## config.mk

```make
export PLATFORM = sky130hd
export DESIGN_NAME = accel_bandpass_velocity_filter_unit
export DESIGN_NICKNAME = d
export VERILOG_FILES = /design/src/rtl/core/abvf_pkg.sv /design/src/rtl/core/accel_bandpass_velocity_filter_unit.sv /design/src/rtl/core/abvf_ctrl.sv /design/src/rtl/core/abvf_dp.sv
export SDC_FILE = /design/constraint.sdc
export NUM_CORES = 2
export LEC_CHECK = 0
export BUFFER_PORTS_ARGS = -buffer_cell sky130_fd_sc_hd__buf_4
export CAP_MARGIN = 20
export CORE_MARGIN = 2
export CORE_UTILIZATION = 55
export CTS_CLUSTER_SIZE = 20
export DETAILED_ROUTE_END_ITERATION = 10
export GPL_ROUTABILITY_DRIVEN = 0
export PLACE_DENSITY_LB_ADDON = 0.15
export REMOVE_ABC_BUFFERS = 1
export SKIP_LAST_GASP = 1
export SLEW_MARGIN = 0
export SYNTH_ARGS = -nofsm -noshare
export SYNTH_HDL_FRONTEND = slang
export SYNTH_HIERARCHICAL = 1
export SYNTH_SLANG_ARGS = --single-unit
export TNS_END_PERCENT = 10
```

## constraint.sdc

```tcl
create_clock -name clk -period 26.1 [get_ports clk]
set_input_delay 7.83 -clock clk [delete_from_list [all_inputs] [get_ports clk]]
set_output_delay 7.83 -clock clk [all_outputs]
set_load 0.005 [all_outputs]
```

## src/rtl/core/abvf_pkg.sv

```systemverilog
// ----------------------------------------------------------------------------
// abvf_pkg: shared types and constants of the band-pass velocity filter
// Configuration record, controller command word, multiply step codes and
// the 32-bit saturation helper.
// ----------------------------------------------------------------------------
package abvf_pkg;

  localparam int unsigned AXES = 3;      // width of the item, fixed by the ports
  localparam int unsigned DATA_W = 32;
  localparam int unsigned CFG_IDX_W = 3;
  localparam int unsigned CFG_DATA_W = 32;

  // register indexes on the configuration port
  localparam logic [CFG_IDX_W-1:0] REG_HIGHPASS_COEFF = 3'd0;
  localparam logic [CFG_IDX_W-1:0] REG_LOWPASS_COEFF = 3'd1;
  localparam logic [CFG_IDX_W-1:0] REG_DECAY_FACTOR = 3'd2;
  localparam logic [CFG_IDX_W-1:0] REG_DEADZONE_THRESHOLD = 3'd3;
  localparam logic [CFG_IDX_W-1:0] REG_OUTPUT_SCALE = 3'd4;
  localparam logic [CFG_IDX_W-1:0] REG_VELOCITY_LIMIT = 3'd5;
  localparam logic [CFG_IDX_W-1:0] REG_TIME_STEP = 3'd6;

  // reset values
  localparam logic [16:0] RST_HIGHPASS_COEFF = 17'd64225;
  localparam logic [16:0] RST_LOWPASS_COEFF = 17'd6554;
  localparam logic [16:0] RST_DECAY_FACTOR = 17'd64881;
  localparam logic [30:0] RST_DEADZONE_THRESHOLD = 31'd655;
  localparam logic [23:0] RST_OUTPUT_SCALE = 24'd65536;
  localparam logic [30:0] RST_VELOCITY_LIMIT = 31'd65536;
  localparam logic [15:0] RST_TIME_STEP = 16'd328;

  // multiply steps, issued in this order for every axis
  localparam logic [2:0] OP_HP = 3'd0;    // high-pass: alpha * d
  localparam logic [2:0] OP_LPN = 3'd1;   // low-pass: beta * new value
  localparam logic [2:0] OP_LPO = 3'd2;   // low-pass: (1 - beta) * old value
  localparam logic [2:0] OP_VEL = 3'd3;   // integrate: lowpass * time step
  localparam logic [2:0] OP_DEC = 3'd4;   // decay, dead zone and clamp
  localparam logic [2:0] OP_SCL = 3'd5;   // step = velocity * scale

  localparam logic [17:0] ONE_Q16 = 18'd65536;

  typedef struct packed {
    logic [16:0] highpass_coeff;
    logic [16:0] lowpass_coeff;
    logic [16:0] decay_factor;
    logic [30:0] deadzone_threshold;
    logic [23:0] output_scale;
    logic [30:0] velocity_limit;
    logic [15:0] time_step;
  } cfg_t;

  typedef struct packed {
    logic       load;      // capture the input word
    logic       diff;      // form the high-pass difference of the current axis
    logic       mul;       // register one product
    logic       wb;        // write the registered product back
    logic       publish;   // move the finished steps to the output register
    logic [2:0] op;
  } cmd_t;

  function automatic logic signed [31:0] sat32(input logic signed [41:0] x);
    logic signed [41:0] hi;
    logic signed [41:0] lo;
    hi = 42'sd2147483647;
    lo = -42'sd2147483648;
    if (x > hi) begin
      sat32 = 32'sh7fffffff;
    end else if (x < lo) begin
      sat32 = 32'sh80000000;
    end else begin
      sat32 = x[31:0];
    end
  endfunction

endpackage

```

## src/rtl/core/accel_bandpass_velocity_filter_unit.sv

```systemverilog
// ----------------------------------------------------------------------------
// accel_bandpass_velocity_filter_unit: three-axis band-pass velocity filter
// Top level: configuration registers, sequencer and datapath.
// ----------------------------------------------------------------------------
// One input word carries an acceleration sample per axis (signed Q16.16).
// Each axis runs a first-order high-pass, a first-order low-pass, a leaky
// integration into velocity with dead zone and symmetric clamp, and a final
// gain, all on its own state; the word produced holds the scaled velocity
// per axis, saturated to 32 bits. Products truncate toward zero. Every
// accepted word yields exactly one output word. All multiplies go
// through one shared 32x25 multiplier whose product is registered before
// write-back; an axis takes one difference step and then six
// multiply/write-back pairs, and the word is published to the output
// register after its last axis, once any stalled result has left it. A new
// word is taken only after the previous one is published. The output
// word sits in its own register, so the next input word is taken while a
// result still waits; in_stall is high while a word is in flight. Axes at
// or beyond AXIS_COUNT leave their step field at zero. Configuration writes
// are always taken (cfg_ready is tied high) and must only be issued while
// the block is idle; writes to an unknown index are dropped. Filter state
// clears on reset; no clearing pass is needed.
// ----------------------------------------------------------------------------
module accel_bandpass_velocity_filter_unit #(
  parameter int unsigned AXIS_COUNT = 3
) (
  input  logic                                  clk,
  input  logic                                  rst_n,
  // input words
  input  logic                                  in_valid,
  output logic                                  in_stall,
  input  logic signed [31:0]                    in_accel_x,
  input  logic signed [31:0]                    in_accel_y,
  input  logic signed [31:0]                    in_accel_z,
  // output words
  output logic                                  out_valid,
  input  logic                                  out_stall,
  output logic signed [31:0]                    out_step_x,
  output logic signed [31:0]                    out_step_y,
  output logic signed [31:0]                    out_step_z,
  // configuration writes
  input  logic                                  cfg_valid,
  output logic                                  cfg_ready,
  input  logic [abvf_pkg::CFG_IDX_W-1:0]        cfg_index,
  input  logic [abvf_pkg::CFG_DATA_W-1:0]       cfg_data
);

  // axis counter width; one bit minimum for a single axis
  localparam int unsigned AXW = (AXIS_COUNT > 1) ? $clog2(AXIS_COUNT) : 1;

  abvf_pkg::cfg_t cfg_r;
  abvf_pkg::cmd_t cmd;
  logic [AXW-1:0] axis;

  assign cfg_ready = 1'b1;

  // configuration registers; an unknown index falls through untouched
  always_ff @(posedge clk) begin
    if (!rst_n) begin
      cfg_r.highpass_coeff <= abvf_pkg::RST_HIGHPASS_COEFF;
      cfg_r.lowpass_coeff <= abvf_pkg::RST_LOWPASS_COEFF;
      cfg_r.decay_factor <= abvf_pkg::RST_DECAY_FACTOR;
      cfg_r.deadzone_threshold <= abvf_pkg::RST_DEADZONE_THRESHOLD;
      cfg_r.output_scale <= abvf_pkg::RST_OUTPUT_SCALE;
      cfg_r.velocity_limit <= abvf_pkg::RST_VELOCITY_LIMIT;
      cfg_r.time_step <= abvf_pkg::RST_TIME_STEP;
    end else if (cfg_valid && cfg_ready) begin
      case (cfg_index)
        abvf_pkg::REG_HIGHPASS_COEFF: begin
          cfg_r.highpass_coeff <= cfg_data[16:0];
        end
        abvf_pkg::REG_LOWPASS_COEFF: begin
          cfg_r.lowpass_coeff <= cfg_data[16:0];
        end
        abvf_pkg::REG_DECAY_FACTOR: begin
          cfg_r.decay_factor <= cfg_data[16:0];
        end
        abvf_pkg::REG_DEADZONE_THRESHOLD: begin
          cfg_r.deadzone_threshold <= cfg_data[30:0];
        end
        abvf_pkg::REG_OUTPUT_SCALE: begin
          cfg_r.output_scale <= cfg_data[23:0];
        end
        abvf_pkg::REG_VELOCITY_LIMIT: begin
          cfg_r.velocity_limit <= cfg_data[30:0];
        end
        abvf_pkg::REG_TIME_STEP: begin
          cfg_r.time_step <= cfg_data[15:0];
        end
        default: begin
        end
      endcase
    end
  end

  // sequencer: one axis at a time, one multiply step at a time
  abvf_ctrl #(
    .AXIS_COUNT (AXIS_COUNT),
    .AXW        (AXW)
  ) u_ctrl (
    .clk       (clk),
    .rst_n     (rst_n),
    .in_valid  (in_valid),
    .in_stall  (in_stall),
    .out_valid (out_valid),
    .out_stall (out_stall),
    .cmd       (cmd),
    .axis      (axis)
  );

  // datapath: filter state, shared multiplier, output register
  abvf_dp #(
    .AXIS_COUNT (AXIS_COUNT),
    .AXW        (AXW)
  ) u_dp (
    .clk        (clk),
    .rst_n      (rst_n),
    .cmd        (cmd),
    .axis       (axis),
    .cfg        (cfg_r),
    .in_accel_x (in_accel_x),
    .in_accel_y (in_accel_y),
    .in_accel_z (in_accel_z),
    .out_step_x (out_step_x),
    .out_step_y (out_step_y),
    .out_step_z (out_step_z)
  );

endmodule

```

## src/rtl/core/abvf_ctrl.sv

```systemverilog
// ----------------------------------------------------------------------------
// abvf_ctrl: sequencer of the band-pass velocity filter
// Walks each axis through the difference step and six multiply steps, then
// hands the finished word to the output register.
// ----------------------------------------------------------------------------
module abvf_ctrl #(
  parameter int unsigned AXIS_COUNT = 3,
  parameter int unsigned AXW = 2
) (
  input  logic              clk,
  input  logic              rst_n,
  input  logic              in_valid,
  output logic              in_stall,
  output logic              out_valid,
  input  logic              out_stall,
  output abvf_pkg::cmd_t    cmd,
  output logic [AXW-1:0]    axis
);

  localparam logic [2:0] ST_IDLE = 3'd0;
  localparam logic [2:0] ST_DIFF = 3'd1;
  localparam logic [2:0] ST_MUL = 3'd2;
  localparam logic [2:0] ST_WB = 3'd3;
  localparam logic [2:0] ST_FIN = 3'd4;

  localparam logic [AXW-1:0] LAST_AXIS = AXW'(AXIS_COUNT - 1);

  logic [2:0]     state_r, state_nxt;
  logic [2:0]     op_r, op_nxt;
  logic [AXW-1:0] axis_r, axis_nxt;
  logic           out_valid_r, out_valid_nxt;

  always_comb begin
    state_nxt = state_r;
    op_nxt = op_r;
    axis_nxt = axis_r;
    out_valid_nxt = out_valid_r;
    cmd = '0;
    cmd.op = op_r;
    if (out_valid_r && !out_stall) begin
      out_valid_nxt = 1'b0;
    end
    case (state_r)
      ST_IDLE: begin
        if (in_valid) begin
          cmd.load = 1'b1;
          axis_nxt = '0;
          state_nxt = ST_DIFF;
        end
      end
      ST_DIFF: begin
        cmd.diff = 1'b1;
        op_nxt = abvf_pkg::OP_HP;
        state_nxt = ST_MUL;
      end
      ST_MUL: begin
        cmd.mul = 1'b1;
        state_nxt = ST_WB;
      end
      ST_WB: begin
        cmd.wb = 1'b1;
        if (op_r == abvf_pkg::OP_SCL) begin
          if (axis_r == LAST_AXIS) begin
            state_nxt = ST_FIN;
          end else begin
            axis_nxt = axis_r + 1'b1;
            state_nxt = ST_DIFF;
          end
        end else begin
          op_nxt = op_r + 3'd1;
          state_nxt = ST_MUL;
        end
      end
      ST_FIN: begin
        // hold until the previous word has left the output register
        if (!out_valid_r || !out_stall) begin
          cmd.publish = 1'b1;
          out_valid_nxt = 1'b1;
          state_nxt = ST_IDLE;
        end
      end
      default: begin
        state_nxt = ST_IDLE;
      end
    endcase
  end

  always_ff @(posedge clk) begin
    if (!rst_n) begin
      state_r <= ST_IDLE;
      op_r <= abvf_pkg::OP_HP;
      axis_r <= '0;
      out_valid_r <= 1'b0;
    end else begin
      state_r <= state_nxt;
      op_r <= op_nxt;
      axis_r <= axis_nxt;
      out_valid_r <= out_valid_nxt;
    end
  end

  assign in_stall = (state_r != ST_IDLE);
  assign out_valid = out_valid_r;
  assign axis = axis_r;

`ifndef SYNTHESIS
  a_axis_range: assert property (@(posedge clk) disable iff (!rst_n)
    (state_r != ST_IDLE) |-> (axis_r <= LAST_AXIS))
    else $error("axis counter beyond last axis");

  a_accept_starts: assert property (@(posedge clk) disable iff (!rst_n)
    (in_valid && !in_stall) |=> (state_r == ST_DIFF && axis_r == '0))
    else $error("accepted word did not start at the first axis");

  a_no_overwrite: assert property (@(posedge clk) disable iff (!rst_n)
    cmd.publish |-> !(out_valid_r && out_stall))
    else $error("publish over a stalled output word");

  a_op_range: assert property (@(posedge clk) disable iff (!rst_n)
    (state_r == ST_MUL || state_r == ST_WB) |-> (op_r <= abvf_pkg::OP_SCL))
    else $error("multiply step code out of range");
`endif

endmodule

```

## src/rtl/core/abvf_dp.sv

```systemverilog
// ----------------------------------------------------------------------------
// abvf_dp: datapath of the band-pass velocity filter
// Per-axis filter state, one shared 32x25 signed multiplier with a product
// register, truncating writeback, and the output register.
// ----------------------------------------------------------------------------
module abvf_dp #(
  parameter int unsigned AXIS_COUNT = 3,
  parameter int unsigned AXW = 2
) (
  input  logic                clk,
  input  logic                rst_n,
  input  abvf_pkg::cmd_t      cmd,
  input  logic [AXW-1:0]      axis,
  input  abvf_pkg::cfg_t      cfg,
  input  logic signed [31:0]  in_accel_x,
  input  logic signed [31:0]  in_accel_y,
  input  logic signed [31:0]  in_accel_z,
  output logic signed [31:0]  out_step_x,
  output logic signed [31:0]  out_step_y,
  output logic signed [31:0]  out_step_z
);

  logic signed [31:0] in_arr [abvf_pkg::AXES];
  logic signed [31:0] out_arr [abvf_pkg::AXES];

  logic signed [31:0] samp_r [AXIS_COUNT];
  logic signed [31:0] hp_r [AXIS_COUNT];
  logic signed [31:0] last_r [AXIS_COUNT];
  logic signed [31:0] lp_r [AXIS_COUNT];
  logic signed [31:0] vel_r [AXIS_COUNT];
  logic signed [31:0] step_r [AXIS_COUNT];

  logic signed [31:0] d_r;
  logic signed [31:0] v_r;
  logic signed [40:0] t1_r;
  logic signed [56:0] prod_r;

  logic signed [31:0] a_op;
  logic signed [24:0] b_op;
  logic signed [17:0] lp_old_w;
  logic signed [40:0] trunc_w;
  logic signed [31:0] dec_sat;
  logic signed [32:0] dec_ext;
  logic signed [32:0] dec_mag;
  logic signed [32:0] lim_ext;
  logic signed [32:0] vel_new;

  assign in_arr[0] = in_accel_x;
  assign in_arr[1] = in_accel_y;
  assign in_arr[2] = in_accel_z;

  // weight of the old low-pass value, negative when beta exceeds one
  assign lp_old_w = $signed(abvf_pkg::ONE_Q16) - $signed({1'b0, cfg.lowpass_coeff});

  always_comb begin
    case (cmd.op)
      abvf_pkg::OP_HP: begin
        a_op = d_r;
        b_op = $signed({8'd0, cfg.highpass_coeff});
      end
      abvf_pkg::OP_LPN: begin
        a_op = hp_r[axis];
        b_op = $signed({8'd0, cfg.lowpass_coeff});
      end
      abvf_pkg::OP_LPO: begin
        a_op = lp_r[axis];
        b_op = {{7{lp_old_w[17]}}, lp_old_w};
      end
      abvf_pkg::OP_VEL: begin
        a_op = lp_r[axis];
        b_op = $signed({9'd0, cfg.time_step});
      end
      abvf_pkg::OP_DEC: begin
        a_op = v_r;
        b_op = $signed({8'd0, cfg.decay_factor});
      end
      abvf_pkg::OP_SCL: begin
        a_op = vel_r[axis];
        b_op = $signed({1'b0, cfg.output_scale});
      end
      default: begin
        a_op = '0;
        b_op = '0;
      end
    endcase
  end

  // drop 16 fraction bits, rounding toward zero
  assign trunc_w = prod_r[56:16] + 41'($unsigned(prod_r[56] && (prod_r[15:0] != 16'd0)));

  // decay result, dead zone, clamp
  always_comb begin
    dec_sat = abvf_pkg::sat32({trunc_w[40], trunc_w});
    dec_ext = {dec_sat[31], dec_sat};
    dec_mag = dec_ext[32] ? -dec_ext : dec_ext;
    lim_ext = $signed({2'b00, cfg.velocity_limit});
    vel_new = dec_ext;
    if (dec_mag < $signed({2'b00, cfg.deadzone_threshold})) begin
      vel_new = '0;
    end
    if (vel_new > lim_ext) begin
      vel_new = lim_ext;
    end
    if (vel_new < -lim_ext) begin
      vel_new = -lim_ext;
    end
  end

  always_ff @(posedge clk) begin
    if (cmd.mul) begin
      prod_r <= a_op * b_op;
    end
    if (cmd.diff) begin
      d_r <= abvf_pkg::sat32(42'(hp_r[axis]) + 42'(samp_r[axis]) - 42'(last_r[axis]));
    end
    if (cmd.wb && cmd.op == abvf_pkg::OP_LPN) begin
      t1_r <= trunc_w;
    end
    if (cmd.wb && cmd.op == abvf_pkg::OP_VEL) begin
      v_r <= abvf_pkg::sat32(42'(vel_r[axis]) + 42'(trunc_w));
    end
    if (cmd.wb && cmd.op == abvf_pkg::OP_SCL) begin
      step_r[axis] <= abvf_pkg::sat32(42'(trunc_w));
    end
    for (int k = 0; k < AXIS_COUNT; k++) begin
      if (cmd.load) begin
        samp_r[k] <= in_arr[k];
      end
    end
  end

  always_ff @(posedge clk) begin
    if (!rst_n) begin
      for (int k = 0; k < AXIS_COUNT; k++) begin
        hp_r[k] <= '0;
        last_r[k] <= '0;
        lp_r[k] <= '0;
        vel_r[k] <= '0;
      end
    end else begin
      if (cmd.diff) begin
        last_r[axis] <= samp_r[axis];
      end
      if (cmd.wb) begin
        case (cmd.op)
          abvf_pkg::OP_HP: begin
            hp_r[axis] <= abvf_pkg::sat32(42'(trunc_w));
          end
          abvf_pkg::OP_LPO: begin
            lp_r[axis] <= abvf_pkg::sat32(42'(t1_r) + 42'(trunc_w));
          end
          abvf_pkg::OP_DEC: begin
            vel_r[axis] <= vel_new[31:0];
          end
          default: begin
          end
        endcase
      end
    end
  end

  for (genvar k = 0; k < abvf_pkg::AXES; k++) begin : g_out
    if (k < AXIS_COUNT) begin : g_used
      always_ff @(posedge clk) begin
        if (cmd.publish) begin
          out_arr[k] <= step_r[k];
        end
      end
    end else begin : g_unused
      assign out_arr[k] = '0;
    end
  end

  assign out_step_x = out_arr[0];
  assign out_step_y = out_arr[1];
  assign out_step_z = out_arr[2];

endmodule
```

==> key figures <==
Logic synthesis
  • Syn_area_per_cell: between 10 and 15 sq um
  • Largest area contributor in the netlist: edfxtp_1
  • Cell area after synthesis: approximately 85,000 sq um
  • Yosys reg bits: between 1,000 and 1,500
  • Synth area leaders: edfxtp_1 34%, fa_1 20%, ha_1 5.5%
  • Top cell type's share of synthesized area: between 30% and 40%
  • Post-Syn Instances: 7,840
  • Register area share after synthesis: 37.9%
  • Most used DFF post-synth: edfxtp_1
  • Asr flop ratio synth: 0%
  • Yosys cell types: 107
  • Synth warn: 6
  • Post-synth EDFFs: 962

Die
  • Die Y: 397 um
  • Core ar.: roughly 150,000 sq um
  • Die width: between 300 and 400 um
  • Full die area: 157,000 sq um
  • Initial Util: 55.2%
  • FP Rows: approximately 140
  • Ports: around 240

Timing
  • Max-slew violation count: 0
  • Skew final: between 0.04 and 0.05 ns
  • Final period util: a little over three fifths
  • Final-report setup violation count: 0
  • Final worst setup slack: around 9.6 ns
  • Worst-Margin Slew: about 1.3 ns
  • RSZ-0062 raised after global routing: false
  • Fmax: 60.5 MHz
  • Final min period: about 17 ns
  • Max_slew headroom: 14.6%
  • Setup TNS: 0 ns
  • Final Hold Fails: 0

Critical path
  • Crit path arrival time: 16.95 ns
  • CP delay by family, top: compound AO/OA/AOI/OAI gates
  • Worst setup SP type: flop
  • Worst r2r src: u_dp/prod_r[56]$_DFFE_PP_
  • R2R cell count: between 50 and 60
  • Setup slack, reg-to-reg: approximately 9.6 ns
  • Worst-path maximum fanout: 20
  • Slowest Stage Delay on Critical Path: 0.93 ns
  • Worst path required time: about 27 ns
  • CP max stage cell: o21ai_1
  • Worst setup EP type: flop
  • WP buf/inv: 3
  • CP startpoint: u_dp/prod_r[56]$_DFFE_PP_
  • Reg2Reg Capture Point: u_dp/vel_r[0][20]$_SDFFCE_PN0P_
  • Crit-path most repeated cell: a21o_1
  • Crit path kind: flop to flop

Route
  • Routed WL: approximately 250 mm
  • Vias/cell: 6.02
  • Vias: between 60,000 and 70,000
  • First-pass DRT Iterations: 7
  • Drt initial violations: about 6,300
  • Post-route DRC: 0
  • Wirelength per Cell: 24.5 um
  • Antenna Violating Nets Remaining: 0

CTS
  • Max Root-Sink Buffers: 3
  • Post_cts resized: 0
  • H-Tree Depth: 3
  • Hold_buf cts: 0
  • Clk_lat worst skew: 0.75 ns
  • Clock sinks: 1,124
  • CTS tree: done
  • CTS root buf: clkbuf_16
  • Post-CTS setup buffer count: 0
  • Clock transition at path regs: approximately 0.06 ns
  • CTS buffer count: 109

Outcome
  • Status: finished, final reports clean

Worst hold path
  • Hold Crit Endpoint: u_dp/out_arr[0][85]$_DFFE_PP_
  • Hold depth: 0
  • Worst min-delay path class: flop to flop
  • Hold Crit Start: u_dp/step_r[2][21]$_DFFE_PP_

Cells and area
  • Proportion of layout cells with a drive suffix above 1: approximately 11%
  • Synth-to-layout area growth: 9.53%
  • # nets final: around 9,400

Global route
  • Initial antenna violation count: 16
  • Congestion Overflow GR: 0
  • Tot GR Track Use: around a third
  • First-pass GRT wire length: approximately 370 mm
  • Largest net degree at the start of global routing: 132
  • Vias in the first global route: ~60,000

Placed design
  • Place WS: between 10 and 15 ns
  • Input/output buffers: 232
  • Final HPWL DP: roughly 180 mm

Flow run
  • MaxCap Viol Count: 0
Yosys cell counts (46+ instances only):
library cell	n
o21ai_0	166
a21o_1	176
a21oi_1	321
nand3_1	71
nor3_1	94
mux2i_1	237
xor2_1	76
dfxtp_1	162
inv_1	1097
nand2b_1	46
nand2_1	885
xnor2_1	167
nor2_1	849
ha_1	371
clkbuf_1	263
nor2b_1	98
nand4_1	60
mux4_2	143
edfxtp_1	962
fa_1	854
worst max-delay path by stage:
| stage | depth (start not counted) | slack [ns] | end |
|---|---|---|---|
| floorplan | 28 | 10.59 | u_dp/prod_r[55]$_DFFE_PP_ |
| global placement | 52 | 10.17 | u_dp/vel_r[0][1]$_SDFFCE_PN0P_ |
| detailed placement | 52 | 10.14 | u_dp/vel_r[2][7]$_SDFFCE_PN0P_ |
| CTS | 52 | 10.09 | u_dp/vel_r[2][7]$_SDFFCE_PN0P_ |
| global route | 53 | 8.85 | u_dp/vel_r[1][3]$_SDFFCE_PN0P_ |
| finish | 52 | 9.58 | u_dp/vel_r[0][20]$_SDFFCE_PN0P_ |
final cells by class:
| class | count | area, sq um |
|---|---|---|
| clock inverters | 67 | 617 |
| inverters | 1108 | 4160 |
| fillers | 12700 | 60600 |
| well taps | 2044 | 2560 |
| clock buffers | 134 | 2860 |
| flip-flops and latches | 1124 | 32100 |
| diodes | 3 | 7.51 |
| repair buffers | 398 | 3130 |
| multi-input cells | 5260 | 47400 |
per-layer routing:
metal	up-vias	part of all wire [%]	global-route usage, %
li1	26700	-	-
met5	-	0.015	0
met3	577	12	8.19
met2	3124	44	47.4
met1	30600	41	45.8
met4	6	4.2	11.0
metrics by stage:
stage	cell area (sq um)	hold WS, ns	std cells	util, %
after floorplan	83400	0.400	7492	-
after global placement	89200	0.401	9926	58.1
final	92900	0.416	10100	60.5
after global routing	92900	0.423	10100	60.5
after CTS	92800	0.417	10100	60.4
after detailed placement	89300	0.405	9931	58.2
cell families after synthesis:
logic type,Yosys count,share of synthesized area [%]
multiplexers,430,7.31
AO/OA/AOI/OAI,1040,8.00
XOR/XNOR,244,2.53
other,1,0.00442
adder cells (fa/ha/maj),1225,25.6
flip-flops,1124,37.9
buffers and inverters,1456,6.57
AND/OR/NAND/NOR,2320,12.0
cell usage in the layout, fill, tap and decap left out, types with 31 or more instances in the layout:
cell       instances
mux2i_1          237
o21ai_0          162
nand3_1           71
inv_1           1096
a21o_1           176
mux4_2           143
clkbuf_16        111
a31oi_1           32
o21a_1            36
nand2b_1          46
a21oi_1          315
edfxtp_1         962
mux2_2            32
nand2_1          882
nor2b_1           98
nor2_1           843
and3_1            36
buf_4            388
xor2_1            76
xnor2_1          166
and2_1            31
nand4_1           60
fa_1             854
dfxtp_1          157
ha_1             371
nor3_1            92
a211oi_1          31
registers in the layout (all words and copies together) (netlist names), 57 cells and up:
name          flops
u_dp/last_r     128
cfg_r           153
u_dp/hp_r       128
u_dp/lp_r       128
u_dp/step_r      96
u_dp/prod_r      57
u_dp/out_arr     96
u_dp/vel_r      128
u_dp/samp_r      96
Power is not shown: default switching activity piles up to over one toggle a cycle in this logic, so the estimate is an artifact.
